### src/rtl/cbd_pkg.sv
// ----------------------------------------------------------------------------
// Chunked body decoder package
// Shared types, codes and default sizes for the chunked body decoder.
// ----------------------------------------------------------------------------
package cbd_pkg;

  localparam int LINE_COUNT_BITS_DEF = 12;
  localparam int SIZE_BITS_DEF       = 32;
  localparam int CFG_W               = 12;
  localparam logic [CFG_W-1:0] MAX_LINE_LEN_RST = 12'd2048;

  localparam logic [7:0] CH_CR   = 8'h0D;
  localparam logic [7:0] CH_LF   = 8'h0A;

  localparam logic [1:0] ST_MORE = 2'd0;
  localparam logic [1:0] ST_DONE = 2'd1;
  localparam logic [1:0] ST_BAD  = 2'd2;

  typedef enum logic [3:0] {
    PH_DIGITS  = 4'd0,
    PH_SKIP    = 4'd1,
    PH_LINE_CR = 4'd2,
    PH_DATA    = 4'd3,
    PH_DATA_CR = 4'd4,
    PH_DATA_LF = 4'd5,
    PH_TERM    = 4'd6,
    PH_DONE    = 4'd7
  } phase_t;

  typedef struct packed {
    logic [7:0] data_byte;
    logic       first_byte;
    logic       buffer_end;
  } in_item_t;

  typedef struct packed {
    logic [1:0]  status;
    logic [31:0] size_total;
    logic [31:0] consumed_bytes;
  } out_item_t;

endpackage

### src/rtl/cbd_parser.sv
// ----------------------------------------------------------------------------
// Chunked body parser
// Holds the parse state and updates it by one body byte per step.
// ----------------------------------------------------------------------------
module cbd_parser #(
  parameter int LINE_COUNT_BITS = cbd_pkg::LINE_COUNT_BITS_DEF,
  parameter int SIZE_BITS       = cbd_pkg::SIZE_BITS_DEF
) (
  input  logic                            clk,
  input  logic                            rst_n,
  input  logic                            step,
  input  cbd_pkg::in_item_t               item,
  input  logic [cbd_pkg::CFG_W-1:0]       max_line_len,
  output logic                            res_valid,
  output cbd_pkg::out_item_t              res
);
  import cbd_pkg::*;

  localparam int SUM_W = ((SIZE_BITS > 32) ? SIZE_BITS : 32) + 1;

  phase_t                     phase_r, phase_nxt;
  logic [SIZE_BITS-1:0]       chunk_r, chunk_nxt;
  logic [SIZE_BITS-1:0]       left_r, left_nxt;
  logic [31:0]                total_r, total_nxt;
  logic [LINE_COUNT_BITS-1:0] line_r, line_nxt;
  logic [31:0]                count_r, count_nxt;
  logic [1:0]                 skip_r, skip_nxt;

  logic [LINE_COUNT_BITS-1:0] lim;
  logic [SUM_W-1:0]           sum;
  logic                       is_hex;
  logic [3:0]                 hex_val;
  logic [7:0]                 c;
  logic [1:0]                 st;

  assign c   = item.data_byte;
  assign lim = LINE_COUNT_BITS'(max_line_len);

  always_comb begin
    is_hex  = 1'b1;
    hex_val = 4'd0;
    if (c >= "0" && c <= "9") begin
      hex_val = 4'(c - "0");
    end else if (c >= "a" && c <= "f") begin
      hex_val = 4'(c - "a" + 8'd10);
    end else if (c >= "A" && c <= "F") begin
      hex_val = 4'(c - "A" + 8'd10);
    end else begin
      is_hex = 1'b0;
    end
  end

  always_comb begin
    phase_nxt = phase_r;
    chunk_nxt = chunk_r;
    left_nxt  = left_r;
    total_nxt = total_r;
    line_nxt  = line_r;
    count_nxt = count_r;
    skip_nxt  = skip_r;
    st        = ST_MORE;
    res_valid = 1'b0;
    if (item.first_byte) begin
      phase_nxt = PH_DIGITS;
      chunk_nxt = '0;
      left_nxt  = '0;
      total_nxt = '0;
      line_nxt  = '0;
      count_nxt = '0;
      skip_nxt  = '0;
    end
    sum = SUM_W'(chunk_nxt) + SUM_W'(total_nxt);
    if (phase_nxt != PH_DONE) begin
      if (count_nxt != 32'hFFFF_FFFF) begin
        count_nxt = count_nxt + 32'd1;
      end
      case (phase_nxt)
        PH_DIGITS, PH_SKIP, PH_LINE_CR: begin
          if (line_nxt >= lim) begin
            st = ST_BAD;
          end else begin
            line_nxt = line_nxt + LINE_COUNT_BITS'(1);
            if (phase_nxt == PH_LINE_CR && c == CH_LF) begin
              line_nxt = '0;
              if (chunk_nxt == '0) begin
                phase_nxt = PH_TERM;
                skip_nxt  = '0;
              end else begin
                left_nxt  = chunk_nxt;
                phase_nxt = PH_DATA;
              end
            end else if (c == CH_CR) begin
              phase_nxt = PH_LINE_CR;
            end else if (phase_nxt == PH_DIGITS && is_hex) begin
              if (chunk_nxt[SIZE_BITS-1 -: 4] != 4'd0) begin
                st = ST_BAD;
              end else begin
                chunk_nxt = {chunk_nxt[SIZE_BITS-5:0], hex_val};
              end
            end else begin
              phase_nxt = PH_SKIP;
            end
          end
        end
        PH_DATA: begin
          left_nxt = left_nxt - SIZE_BITS'(1);
          if (left_nxt == '0) begin
            phase_nxt = PH_DATA_CR;
          end
        end
        PH_DATA_CR: begin
          if (c != CH_CR) begin
            st = ST_BAD;
          end else begin
            phase_nxt = PH_DATA_LF;
          end
        end
        PH_DATA_LF: begin
          if (c != CH_LF || sum[SUM_W-1:32] != '0) begin
            st = ST_BAD;
          end else begin
            total_nxt = sum[31:0];
            chunk_nxt = '0;
            line_nxt  = '0;
            phase_nxt = PH_DIGITS;
          end
        end
        PH_TERM: begin
          skip_nxt = skip_nxt + 2'd1;
          if (skip_nxt >= 2'd2) begin
            st = ST_DONE;
          end
        end
        default: begin
        end
      endcase
      if (st != ST_MORE) begin
        phase_nxt = PH_DONE;
        res_valid = 1'b1;
      end else if (item.buffer_end) begin
        res_valid = 1'b1;
      end
    end
    res.status         = st;
    res.size_total     = total_nxt;
    res.consumed_bytes = (st == ST_DONE) ? count_nxt : 32'd0;
  end

  always_ff @(posedge clk) begin
    if (!rst_n) begin
      phase_r <= PH_DIGITS;
      chunk_r <= '0;
      left_r  <= '0;
      total_r <= '0;
      line_r  <= '0;
      count_r <= '0;
      skip_r  <= '0;
    end else if (step) begin
      phase_r <= phase_nxt;
      chunk_r <= chunk_nxt;
      left_r  <= left_nxt;
      total_r <= total_nxt;
      line_r  <= line_nxt;
      count_r <= count_nxt;
      skip_r  <= skip_nxt;
    end
  end

endmodule

### src/rtl/chunked_body_decoder_core.sv
// ----------------------------------------------------------------------------
// Chunked body decoder core
// Decodes an HTTP chunked body one byte per transfer and reports the result.
// ----------------------------------------------------------------------------
// The input channel takes one body byte per transfer, with flags that start a
// new body and mark the last byte currently buffered. The result channel
// gives one item when the body completes, when it is found invalid, or at
// buffer end, where the status reads needs-more-data. Most bytes give no
// result. The configuration port writes the longest allowed size line.
// A byte is held in an input register and is parsed from there into the
// result register once the result side can take it. One byte is taken
// every cycle while the result side keeps up; the input register and the
// result register let a new byte in while a result waits. When the receiver
// stalls with a result pending, the input register fills and ready drops
// until that result is taken. Reset clears the parse state, empties both
// registers and sets the line limit to 2048. After completion or invalid,
// bytes are dropped without a result until one with first_byte set starts a
// new body.
// ----------------------------------------------------------------------------
module chunked_body_decoder_core #(
  parameter int LINE_COUNT_BITS = cbd_pkg::LINE_COUNT_BITS_DEF,
  parameter int SIZE_BITS       = cbd_pkg::SIZE_BITS_DEF
) (
  input  logic                      clk,
  input  logic                      rst_n,
  input  logic                      in_valid,
  output logic                      in_ready,
  input  cbd_pkg::in_item_t         in_item,
  output logic                      out_valid,
  input  logic                      out_ready,
  output cbd_pkg::out_item_t        out_item,
  input  logic                      cfg_we,
  input  logic [cbd_pkg::CFG_W-1:0] cfg_wdata
);
  import cbd_pkg::*;

  logic [CFG_W-1:0] max_line_len_r;
  logic             in_valid_r;
  in_item_t         in_item_r;
  logic             out_valid_r;
  out_item_t        out_item_r;
  logic             adv;
  logic             step;
  logic             res_valid;
  out_item_t        res;

  assign adv       = !out_valid_r || out_ready;
  assign step      = in_valid_r && adv;
  assign in_ready  = !in_valid_r || adv;
  assign out_valid = out_valid_r;
  assign out_item  = out_item_r;

  cbd_parser #(
    .LINE_COUNT_BITS(LINE_COUNT_BITS),
    .SIZE_BITS      (SIZE_BITS)
  ) u_parser (
    .clk         (clk),
    .rst_n       (rst_n),
    .step        (step),
    .item        (in_item_r),
    .max_line_len(max_line_len_r),
    .res_valid   (res_valid),
    .res         (res)
  );

  always_ff @(posedge clk) begin
    if (!rst_n) begin
      max_line_len_r <= MAX_LINE_LEN_RST;
      in_valid_r     <= 1'b0;
      out_valid_r    <= 1'b0;
    end else begin
      if (cfg_we) begin
        max_line_len_r <= cfg_wdata;
      end
      if (in_ready) begin
        in_valid_r <= in_valid;
      end
      if (adv) begin
        out_valid_r <= step && res_valid;
      end
    end
  end

  always_ff @(posedge clk) begin
    if (in_ready && in_valid) begin
      in_item_r <= in_item;
    end
    if (step && res_valid) begin
      out_item_r <= res;
    end
  end

endmodule

### config.mk
export PLATFORM = sky130hd
export DESIGN_NAME = chunked_body_decoder_core
export DESIGN_NICKNAME = d
export VERILOG_FILES = /design/src/rtl/cbd_pkg.sv /design/src/rtl/cbd_parser.sv /design/src/rtl/chunked_body_decoder_core.sv
export SDC_FILE = /design/constraint.sdc
export NUM_CORES = 1
export LEC_CHECK = 0
export BUFFER_PORTS_ARGS = -buffer_cell sky130_fd_sc_hd__buf_2
export CORE_MARGIN = 1
export CORE_UTILIZATION = 52
export CTS_CLUSTER_SIZE = 40
export DETAILED_ROUTE_END_ITERATION = 16
export PLACE_DENSITY = 0.74
export SLEW_MARGIN = 10
export SYNTH_ARGS = -nofsm -noshare
export SYNTH_HDL_FRONTEND = slang
export SYNTH_HIERARCHICAL = 1
export SYNTH_SLANG_ARGS = --single-unit
### constraint.sdc
create_clock -name clk -period 13.1 [get_ports clk]
set_input_delay 0 -clock clk [delete_from_list [all_inputs] [get_ports clk]]
set_output_delay 0 -clock clk [all_outputs]
set_load 0.1 [all_outputs]
# Word level (Yosys, flattened, before mapping)
# Index checks and enable logic that the tools add are counted.
dict set report word_totals {
  regBits 236
  in_bits 27
  out_inout_bits 68
  elab_cells 132
}
dict set report classes {
  addsub 10
  order_cmp 8
  n_eq_ne 13
  n_mux 66
  reduce_logical 19
}
# op n
set op_table {}
lappend op_table {{32-bit two-way mux} 20}
lappend op_table {{32-bit case mux with 2 select lines} 2}
lappend op_table {{32-bit zero test} 2}
lappend op_table {{12-bit two-way mux} 5}
lappend op_table {{4-bit two-way mux} 13}
lappend op_table {{32-bit by 32-bit adder with 33-bit output} 1}
lappend op_table {{32-bit by 1-bit adder with 32-bit output (second input constant)} 1}
lappend op_table {{32-bit inequality test (second input constant)} 1}
lappend op_table {{32-bit by 1-bit subtractor with 32-bit output (second input constant)} 1}
lappend op_table {{2-bit two-way mux} 14}
lappend op_table {{12-bit case mux with 2 select lines} 1}
lappend op_table {{8-bit by 4-bit equality test with 1-bit output (second input constant)} 2}
lappend op_table {{8-bit by 7-bit greater-or-equal comparator with 1-bit output (second input constant)} 2}
lappend op_table {{8-bit by 7-bit <= comparator with 1-bit output (second input constant)} 2}
lappend op_table {{8-bit by 4-bit inequality test with 1-bit output (second input constant)} 2}
lappend op_table {{4-bit case mux with 4 select lines} 1}
lappend op_table {{12-bit by 1-bit adder with 12-bit output (second input constant)} 1}
lappend op_table {{4-bit by 3-bit equality test with 1-bit output (second input constant)} 3}
lappend op_table {{12-bit greater-or-equal comparator} 1}
lappend op_table {{4-bit by 1-bit subtractor with 4-bit output (second input constant)} 3}
lappend op_table {{4-bit adder (second input constant)} 2}
lappend op_table {{4-bit by 2-bit equality test with 1-bit output (second input constant)} 2}
lappend op_table {{8-bit by 6-bit greater-or-equal comparator with 1-bit output (second input constant)} 1}
lappend op_table {{8-bit by 6-bit <= comparator with 1-bit output (second input constant)} 1}
lappend op_table {{16 further kinds} 32}

# Depth between registers and ports, before layout
# Gate-level depths: netlist of run 1.
dict set report depth {
  word_depth 16
  mapped_depth 20
  depth_no_buf 13
}

# Hierarchy
# Netlist of run 1, hierarchy kept.
# module instances cells_per_inst area_each_um2 seq_area_each_um2
set by_module_without_submodules {}
lappend by_module_without_submodules {cbd_parser 1 1564 11701.2 2922.8}
lappend by_module_without_submodules {chunked_body_decoder_core 1 127 2827.7 2562.5}

# Worst setup path before layout of run 1
# No wires, ideal clock.
dict set report synth_path {
  kind {register to register}
  start {register in_item_r[1] in the netlist's numbering}
  end {register out_item_r, in the netlist out_item[0] (enable)}
  setup_time_ps 490
  t_arrival_ps 6841
  required_ps 12610
  setup_slack_ps 5769
  stages_incl_launch_ff 20
  path_buffers 7
  period_less_slack_ps 7331
  cell_sequence {edfxtp_1 buf_2 clkbuf_1 buf_1 buf_2 clkbuf_1 clkbuf_1 buf_1 nor2_1 ha_1 a21oi_1 o21ai_0 a31oi_2 a2111oi_2 o21bai_1 a21oi_1 or2_2 o31a_1 nand2_1 nor2_1}
}
dict set report synth_between {
  elab_chain_cells 13
  elab_cells_between_ends 34
  classes_between {2 x add/sub; 2 x order compare; 6 x eq/ne; 16 x mux; 8 x reduce/logical}
}
# element line
set synth_lines {}
lappend synth_lines {{start, declared} chunked_body_decoder_core.sv:39} ;# in_item_t in_item_r;
lappend synth_lines {{start signal, assigned} chunked_body_decoder_core.sv:86} ;# in_item_r <= in_item;
lappend synth_lines {{branches (longest 11 deep; another with 32-bit by 32-bit adder with 33-bit output)} --}
lappend synth_lines {{1-bit two-way mux (*)} cbd_parser.sv:73} ;# if (phase_nxt != PH_DONE) begin
lappend synth_lines {{named net res_valid} chunked_body_decoder_core.sv:44} ;# logic res_valid;
lappend synth_lines {{1-bit logical AND (*)} chunked_body_decoder_core.sv:88} ;# if (step && res_valid) begin
lappend synth_lines {{end signal, assigned} chunked_body_decoder_core.sv:89} ;# out_item_r <= res;
lappend synth_lines {{end, declared} chunked_body_decoder_core.sv:41} ;# out_item_t out_item_r;
# Mark *: on every way through the listed nets, which the timed path passes. The select of a mux whose other input is x is not followed.
# A chain may end at the register's enable or synchronous reset.

# Final worst setup path of run 1
dict set report layout_path {
  start {register in_item_r[1] in the netlist's numbering}
  end {register out_item_r, in the netlist out_item[36] (enable)}
}
# The elaborated chain is that of the path after synthesis.

==> results_dict.tcl, run 1 <==
set metrics [dict create \
    cp_data_required_time_ns 13.27 \
    end_kind "flop" \
    sw_frac_of_total 0.2594 \
    final_cells 2153 \
    p_int_mw 1.339 \
    holdCritPathClass "input pin to flop" \
    cts_buffer_depth 3 \
    critical-path-top-delay-family "buffers and inverters" \
    finalSetupViolations 0 \
    post_cts_buffers 0 \
    crit_top_cell "buf_4" \
    synth_edf_count 76 \
    slew_viol_final 0 \
    pwr-share-clk 0.444 \
    cpPeakStageDelay_ns 0.61 \
    clk_latency_ns 0.54 \
    dpl.cell_count 2067 \
    grt-ovfl-total 0 \
    synth_flop_cell "dfxtp_1" \
    die_width_um 169.2 \
    fmax_ghz 0.1962 \
    share_comb_of_total_power 0.121 \
    grt_pass1_wl_um 64000 \
    synth_most_common_cell "dfxtp_1" \
    grt_max_degree 160 \
    p_per_area_nw_per_um2 109.6 \
    synth_cell_types 85 \
    design_area_um2 16500 \
    peakVddDrop_uv 89.50 \
    holdBufCountCts 38 \
    rrSetupSlack_ns 8.00 \
    hold_depth 2 \
    yosysWarnings 6 \
    fin_util 0.6071 \
    placed_area_um2 15170 \
    timing.rr.end "out_item[36]" \
    drtIter0Drc 1370 \
    ctsRootBufferMaster "clkbuf_16" \
    power_mw 1.809 \
    finalSetupTns_ns 0 \
    routed_wirelength_um 39760 \
    hold_violations 0 \
    cts.clk_slew.worst_paths_ns 0.06 \
    path_cells "buf_12 > inv_1 > buf_4 > nand2_1 > inv_1 > ha_1 > a211oi_1 > o31a_1 > o31ai_1 > buf_4 > a2bb2oi_1 > or2_2 > o31a_1 > nand2_1 > nor2_4 > buf_4" \
    hold_end "max_line_len_r[0]" \
    final.period_utilization 0.3890 \
    dpl.hpwl_um 26550 \
    dieArea_um2 28610 \
    yosys.area.top_type "dfxtp_1" \
    synth_top_area_frac 0.2205 \
    n_antenna_cell 0 \
    critPathLaunchType "flop" \
    drc 0 \
    first_pass_iters 5 \
    netlist_instances 1691 \
    htreeDepth 1 \
    cts.sinks 236 \
    netlist_area_um2 14530 \
    gp_congestion 0.9401 \
    ys_seq_elements 236 \
    synth_area_leaders "dfxtp_1 22%, edfxtp_1 16%, nor2b_1 6.4%, ha_1 4.5%, o21ai_0 4.1%" \
    worst_r2r_path_depth 16 \
    crit_slowest_cell "buf_4" \
    p_switching_mw 0.4691 \
    drive_gt1_frac 0.1185 \
    cts_tree "built" \
    placementRows 60 \
    area_growth_pct 13.55 \
    drv_cap 0 \
    path_max_fanout 159 \
    critPathArrivalTime_ns 5.26 \
    drtAntennaViolNets 0 \
    seq_area_frac_synth 0.3775 \
    hold_start "rst_n" \
    relSlewSlack 0.2592 \
    finalCriticalPeriod_ns 5.096 \
    io_pins 95 \
    grt_usage 0.2742 \
    synth.avg_cell_area_um2 8.592 \
    cts_resized 0 \
    antenna_found_initial 0 \
    wl_per_cell_um 18.47 \
    crit_type "flop to flop" \
    fin_worst_skew_ns 0.01318 \
    seq_power_share 0.434 \
    async_flop_share 0 \
    numCtsBuffers 26 \
    viasPerCell 6.132 \
    io_buffers 94 \
    start_util 0.5346 \
    vias 13200 \
    reg2reg_from "in_item_r[1]" \
    grt_pass1_vias 12230 \
    synth_common_cells "160 x dfxtp_1, 155 x nor2_1, 149 x nor2b_1" \
    rsz0062_at_grt "false" \
    final_nets 1841 \
    run_status "completed" \
    core_area_um2 27180 \
    worst_slew_pin_slew_ns 1.110 \
    fp.dieH_um 169.2 \
    syn_nets 1771 \
    leakagePower_nw 6.319 \
    path_buf_inv 6 \
]
[how the worst max path moves through the flow]
| stage | endpoint | slack [ns] | start | cells past startpoint |
|---|---|---|---|---|
| detailed placement | out_item[36] | 8.09 | in_item_r[1] | 16 |
| finish | out_item[36] | 8.00 | in_item_r[1] | 16 |
| global placement | out_item[33] | 8.19 | in_item_r[1] | 16 |
| global route | out_item[42] | 7.69 | in_item_r[1] | 16 |
| CTS | out_item[32] | 8.06 | in_item_r[1] | 16 |
| floorplan | out_item[0] | 5.77 | in_item_r[1] | 19 |
[state kept, by name, summed over array words and instances, names as in the netlist]
| register | flops |
|---|---|
| out_item | 66 |
| u_parser/chunk_r | 32 |
| u_parser/count_r | 32 |
| u_parser/left_r | 32 |
| u_parser/total_r | 32 |
| max_line_len_r | 12 |
| u_parser/line_r | 12 |
| in_item_r | 10 |
| u_parser/phase_r | 4 |
| u_parser/skip_r | 2 |
| in_valid_r | 1 |
| out_valid | 1 |
[layout by cell type (no fill, tap or decap), drive strengths merged, types with 21 or more instances in the layout]
master / instances
a21o: 22
a21oi: 92
a22oi: 39
and3: 21
buf: 112
clkbuf: 29
dfxtp: 160
dlygate4sd3: 38
edfxtp: 76
ha: 52
inv: 42
mux2i: 31
nand2: 132
nand3: 45
nand4: 25
nor2: 156
nor2b: 149
nor3: 44
nor4: 28
o21ai: 122
xnor2: 37
xor2: 38
[power groups by stage]
| stage | logic [mW] | registers, mW | clock network (mW) |
|---|---|---|---|
| finish | 0.219 | 0.785 | 0.804 |
| global route | 0.236 | 0.787 | 0.848 |
| CTS | 0.216 | 0.785 | 0.819 |
| detailed placement | 0.205 | 0.801 | 0 |
| global placement | 0.202 | 0.800 | 0 |
| floorplan | 0.125 | 0.836 | 0 |
[kinds of logic after synthesis]
kind of cell | Yosys count | synth area share
and+or+nand+nor | 671 | 0.2420
AOI/OAI and AO/OA | 460 | 0.2131
DFF | 236 | 0.3775
buffers and inverters | 149 | 0.04228
xor gates and xnor gates | 75 | 0.04521
adders and majority gates | 53 | 0.04616
muxes | 47 | 0.03376
[metal layers]
| layer | routed length, um | vias to the layer above | track usage |
|---|---|---|---|
| met5 | 0 | - | 0 |
| met1 | 17550 | 6200 | 0.3839 |
| met4 | 1129 | 0 | 0.08578 |
| met2 | 18040 | 592 | 0.4376 |
| li1 | - | 6319 | - |
| met3 | 3042 | 91 | 0.03731 |
[through the flow]
stage          setup WS, ns  hold WS, ns
2_1_floorplan         5.769      0.09887
3_3_place_gp          8.190       0.1784
3_5_place_dp          8.090       0.1782
4_1_cts               8.061      0.08089
5_1_grt               7.690       0.1330
6_report              8.004       0.1041
[final cells by class]
class	instances	area, um2
flip-flops and latches	236	5485
repair buffers	150	1001
clock buffers	29	693.2
inverters	41	153.9
well taps	372	465.4
multi-input cells	1306	8446
fillers	2415	10680
clock inverters	19	254.0
Power figures use the tool's default switching activity.
==> inputs of run 2 (changes only) <==
Settings changed: PLACE_DENSITY 0.74 to 0.77.
Clock period 13.1 ns to 4.4 ns, I/O delays scaled along.
==> run 2 against run 1 <==
Against the previous run: first-iteration DRC count fell by 15%; sequential share of layout area shrank 0.28 points; hold slack lost 0.093 ns; largest cell class unchanged.
==> results_dict.tcl, run 2 (synthesis results as in run 1) <==
set metrics [dict create \
    dieArea_um2 28610 \
    worst_slew_pin_slew_ns 1.149 \
    run_status "completed" \
    die_width_um 169.2 \
    cts.clk_slew.worst_paths_ns 0.06 \
    core_area_um2 27180 \
    drive_gt1_frac 0.1253 \
    p_int_mw 4.002 \
    rrSetupSlack_ns 0.29 \
    path_max_fanout 124 \
    placed_area_um2 15300 \
    hold_depth 2 \
    grt_pass1_vias 12630 \
    fmax_ghz 0.2434 \
    design_area_um2 16640 \
    wl_per_cell_um 18.59 \
    drc 0 \
    seq_power_share 0.431 \
    fp.dieH_um 169.2 \
    cpPeakStageDelay_ns 0.49 \
    numCtsBuffers 26 \
    share_comb_of_total_power 0.122 \
    path_cells "buf_12 > nor2b_1 > ha_1 > and4_1 > nand4_1 > a2111oi_2 > o21bai_2 > a21oi_1 > or2_2 > o31a_1 > nand2_1 > nor2_4 > buf_12" \
    critPathLaunchType "flop" \
    crit_start "in_item_r[1]" \
    p_switching_mw 1.418 \
    drtAntennaViolNets 0 \
    first_pass_iters 5 \
    post_cts_buffers 0 \
    worst_r2r_path_depth 13 \
    fin_util 0.6123 \
    end_kind "flop" \
    sw_frac_of_total 0.2617 \
    power_mw 5.421 \
    whs_ns 0.01080 \
    vias 13320 \
    final.period_utilization 0.9339 \
    ctsRootBufferMaster "clkbuf_16" \
    finalCriticalPeriod_ns 4.109 \
    crit_end "out_item[32]" \
    routed_wirelength_um 40290 \
    htreeDepth 1 \
    crit_slowest_cell "edfxtp_1" \
    io_pins 95 \
    leakagePower_nw 6.385 \
    clk_latency_ns 0.56 \
    io_buffers 94 \
    grt_usage 0.2794 \
    pwr-share-clk 0.446 \
    timing.rr.end "out_item[32]" \
    hold_violations 0 \
    crit_type "flop to flop" \
    area_growth_pct 14.53 \
    crit_top_cell "buf_12" \
    relSlewSlack 0.2335 \
    critPathArrivalTime_ns 4.31 \
    fin_worst_skew_ns 0.02689 \
    finalSetupViolations 0 \
    start_util 0.5346 \
    slew_viol_final 0 \
    rsz0062_at_grt "false" \
    antenna_found_initial 3 \
    reg2reg_from "in_item_r[1]" \
    multi_input_area_um2 8449 \
    final_cell_mix "160 x dfxtp_1, 153 x nor2_1, 149 x nor2b_1" \
    cts_buffer_depth 3 \
    largest_reg_flops 66 \
    final_nets 1855 \
    holdCritPathClass "input pin to flop" \
    grt_pass1_wl_um 64960 \
    gp_congestion 0.9441 \
    nFillCells 2301 \
    seq_area_um2 5485 \
    peakVddDrop_uv 319.9 \
    p_per_area_nw_per_um2 325.8 \
    drtIter0Drc 1160 \
    layout_commonest_cell "dfxtp_1" \
    grt_max_degree 125 \
    dpl.hpwl_um 27550 \
    cts_tree "built" \
    cp_data_required_time_ns 4.60 \
    viasPerCell 6.146 \
    placementRows 60 \
    drv_cap 0 \
    grt-ovfl-total 0 \
    cts.sinks 236 \
]
## run 2: worst min-delay path by stage
| stage | from | slack [ns] | endpoint |
|---|---|---|---|
| 3_3_place_gp | in_item[5] | 0.18 | in_item_r[5] |
| 5_1_grt | rst_n | 0.05 | u_parser/count_r[31] |
| 2_1_floorplan | in_item[0] | 0.1 | in_item_r[0] |
| 4_1_cts | rst_n | 0.003 | u_parser/count_r[31] |
| 6_report | rst_n | 0.01 | max_line_len_r[4] |
| 3_5_place_dp | in_item[7] | 0.18 | in_item_r[7] |
## run 2: power groups by stage
stage	logic (mW)	clock network [mW]	registers (mW)
finish	0.663	2.42	2.34
floorplan	0.380	0	2.48
global placement	0.610	0	2.38
CTS	0.652	2.45	2.34
detailed placement	0.620	0	2.38
global route	0.714	2.53	2.34
## run 2: timing repair
action,4_1_cts,5_1_grt
endpoints found under the setup margin,0,63
gates resized for setup,0,2
hold buffers,38,0
endpoints found under the hold margin,24,0
## run 2: critical path, delay by kind of cell, from the launching register on
family,cells,cell delay (ns)
flops,1,0.49
compound gates,4,0.97
simple gates,6,0.98
fa+ha+maj,1,0.41
buf+inv,2,0.72
## run 2: cell type report
type / count / share of cell area
multi-input cells: 1306 / 0.5078
inverters: 41 / 0.009249
flip-flops and latches: 236 / 0.3296
well taps: 372 / 0.02797
diodes: 1 / 0.0001504
clock inverters: 21 / 0.01790
repair buffers: 164 / 0.06797
clock buffers: 27 / 0.03933
## run 2: through the flow
| stage | setup slack, ns | cells | setup TNS (ns) |
|---|---|---|---|
| 2_1_floorplan | -0.1936 | 1691 | -12.78 |
| 6_report | 0.2909 | 2168 | 0 |
| 4_1_cts | 0.2353 | 2167 | 0 |
| 5_1_grt | 0.01796 | 2168 | 0 |
| 3_5_place_dp | 0.2218 | 2081 | 0 |
| 3_3_place_gp | 0.3287 | 2081 | 0 |
## run 2: metal layers
| metal | vias to the layer above | part of all wire | global-route usage |
|---|---|---|---|
| met5 | - | 0.00032 | 0 |
| met4 | 2 | 0.037 | 0.1199 |
| met3 | 107 | 0.080 | 0.04967 |
| met2 | 563 | 0.46 | 0.4552 |
| met1 | 6307 | 0.42 | 0.3639 |
| li1 | 6345 | - | - |
==> inputs of run 3 (changes only) <==
Settings changed: PLACE_DENSITY 0.77 to unset, PLACE_DENSITY_LB_ADDON set to 0.2.
==> run 3 against run 2 <==
Against the previous run: final cell count increased by 0.74%; combinational power increased by 2%; flip-flop and latch count unchanged; first-iteration DRC count increased by 2.7%; wire length increased by 1.7%; hold slack improved by 0.065 ns; largest power group unchanged; critical endpoint is now u_parser/phase_r[1]; total power increased by 0.67%.
==> results_dict.tcl, run 3 (synthesis results as in run 1) <==
set metrics [dict create \
    holdCritPathClass "input pin to flop" \
    finalSetupViolations 0 \
    nFillCells 2411 \
    relSlewSlack 0.3354 \
    critPathLaunchType "flop" \
    crit_slowest_cell "edfxtp_1" \
    drv_cap 0 \
    fmax_ghz 0.2485 \
    layout_commonest_cell "dfxtp_1" \
    io_buffers 94 \
    die_width_um 169.2 \
    grt-ovfl-total 0 \
    first_pass_iters 5 \
    worst_slew_pin_slew_ns 0.9958 \
    antenna_found_initial 1 \
    finalCriticalPeriod_ns 4.024 \
    post_cts_buffers 0 \
    drive_gt1_frac 0.1313 \
    dpl.cell_count 2096 \
    p_per_area_nw_per_um2 325.7 \
    final_cell_mix "160 x dfxtp_1, 154 x nor2_1, 149 x nor2b_1" \
    crit_type "flop to flop" \
    drtIter0Drc 1191 \
    critPathArrivalTime_ns 4.43 \
    final.period_utilization 0.9146 \
    hold_start "rst_n" \
    core_area_um2 27180 \
    dieArea_um2 28610 \
    cpPeakStageDelay_ns 0.51 \
    final_nets 1871 \
    path_max_fanout 66 \
    timing.rr.end "u_parser/phase_r[1]" \
    htreeDepth 1 \
    grt_pass1_wl_um 65470 \
    cts.clk_slew.worst_paths_ns 0.07 \
    gp_congestion 0.9548 \
    rrSetupSlack_ns 0.38 \
    whs_ns 0.07611 \
    run_status "completed" \
    viasPerCell 6.054 \
    wl_per_cell_um 18.76 \
    drc 0 \
    cts.sinks 236 \
    area_growth_pct 15.33 \
    design_area_um2 16760 \
    placementRows 60 \
    worst_r2r_path_depth 13 \
    start_util 0.5346 \
    peakVddDrop_uv 276.0 \
    crit_start "in_item_r[1]" \
    dpl.hpwl_um 27890 \
    path_cells "buf_12 > inv_1 > buf_12 > nand2_1 > ha_1 > o21ai_0 > nor2_1 > a211oi_1 > nor3_1 > o2111ai_1 > nor4_4 > a2bb2oi_1 > a21oi_1" \
    hold_depth 2 \
    cp_data_required_time_ns 4.81 \
    placed_area_um2 15410 \
    io_pins 95 \
    slew_viol_final 0 \
    crit_top_cell "buf_12" \
    rsz0062_at_grt "false" \
    drtAntennaViolNets 0 \
    final_cells 2184 \
    end_kind "flop" \
    fin_worst_skew_ns 0.02025 \
    vias 13220 \
    grt_max_degree 80 \
    grt_pass1_vias 12420 \
    largest_reg_flops 66 \
    numCtsBuffers 27 \
    leakagePower_nw 6.473 \
    reg2reg_from "in_item_r[1]" \
    clk_latency_ns 0.55 \
    cts_tree "built" \
    routed_wirelength_um 40970 \
    hold_violations 0 \
    grt_usage 0.2839 \
    cts_buffer_depth 3 \
    hold_end "max_line_len_r[5]" \
    fp.dieH_um 169.2 \
    ctsRootBufferMaster "clkbuf_16" \
    n_antenna_cell 0 \
]
==> run 3: cell types whose count changed in the layout (fill, tap and decap cells not counted), sizes merged <==
cell | before | now
diode | 1 | 0
bufinv | 7 | 6
buf | 126 | 141
clkinv | 12 | 5
inv | 41 | 43
clkbuf | 27 | 35
==> run 3: how the worst max path moves through the flow <==
stage	slack (ns)	depth (start not counted)	to
finish	0.38	13	u_parser/phase_r[1]
global route	0.09	13	u_parser/phase_r[1]
CTS	0.34	13	u_parser/chunk_r[1]
detailed placement	0.39	13	u_parser/chunk_r[4]
global placement	0.46	13	u_parser/chunk_r[5]
floorplan	-0.19	19	out_item[0]
==> run 3: power breakdown <==
part	switching, mW	internal (mW)	total (mW)
registers	0.0390	2.30	2.34
clock network	0.927	1.52	2.44
logic	0.457	0.219	0.675
==> run 3: timing repair <==
action | 4_1_cts | 5_1_grt
hold endpoints to repair | 24 | 0
resized for setup | 0 | 1
hold buffers | 38 | 0
endpoints found under the setup margin | 0 | 1
==> run 3: worst max-delay path, delay by kind of cell, from the launching register on <==
| family | cells | cell delay (ns) |
|---|---|---|
| adders and majority gates | 1 | 0.36 |
| and+or+nand+nor | 4 | 1.17 |
| AOI/OAI and AO/OA | 5 | 1.02 |
| DFF | 1 | 0.51 |
| buffers and inverters | 3 | 0.72 |
==> run 3: per-stage QoR <==
step | utilization | setup slack [ns] | power [mW] | TNS (ns)
floorplan | - | -0.1936 | 2.865 | -12.78
finish | 0.6166 | 0.3759 | 5.457 | 0
global route | 0.6166 | 0.08977 | 5.633 | 0
CTS | 0.6166 | 0.3352 | 5.483 | 0
detailed placement | 0.5671 | 0.3902 | 3.015 | 0
global placement | 0.5671 | 0.4555 | 3.008 | 0
==> run 3: cell type report <==
cell class	instances	area [um2]	area share
clock inverters	15	239.0	0.01426
repair buffers	179	1244	0.07422
flip-flops and latches	236	5485	0.3274
clock buffers	35	725.7	0.04331
well taps	372	465.4	0.02778
inverters	41	153.9	0.009185
multi-input cells	1306	8443	0.5039
==> run 3: routing by layer <==
layer  share of wire  vias up  track usage
met5         0.00032        -     0.005217
li1                -     6369            -
met2            0.44      534       0.4453
met3           0.083       91      0.06157
met1            0.45     6226       0.3834
met4           0.029        2       0.1026
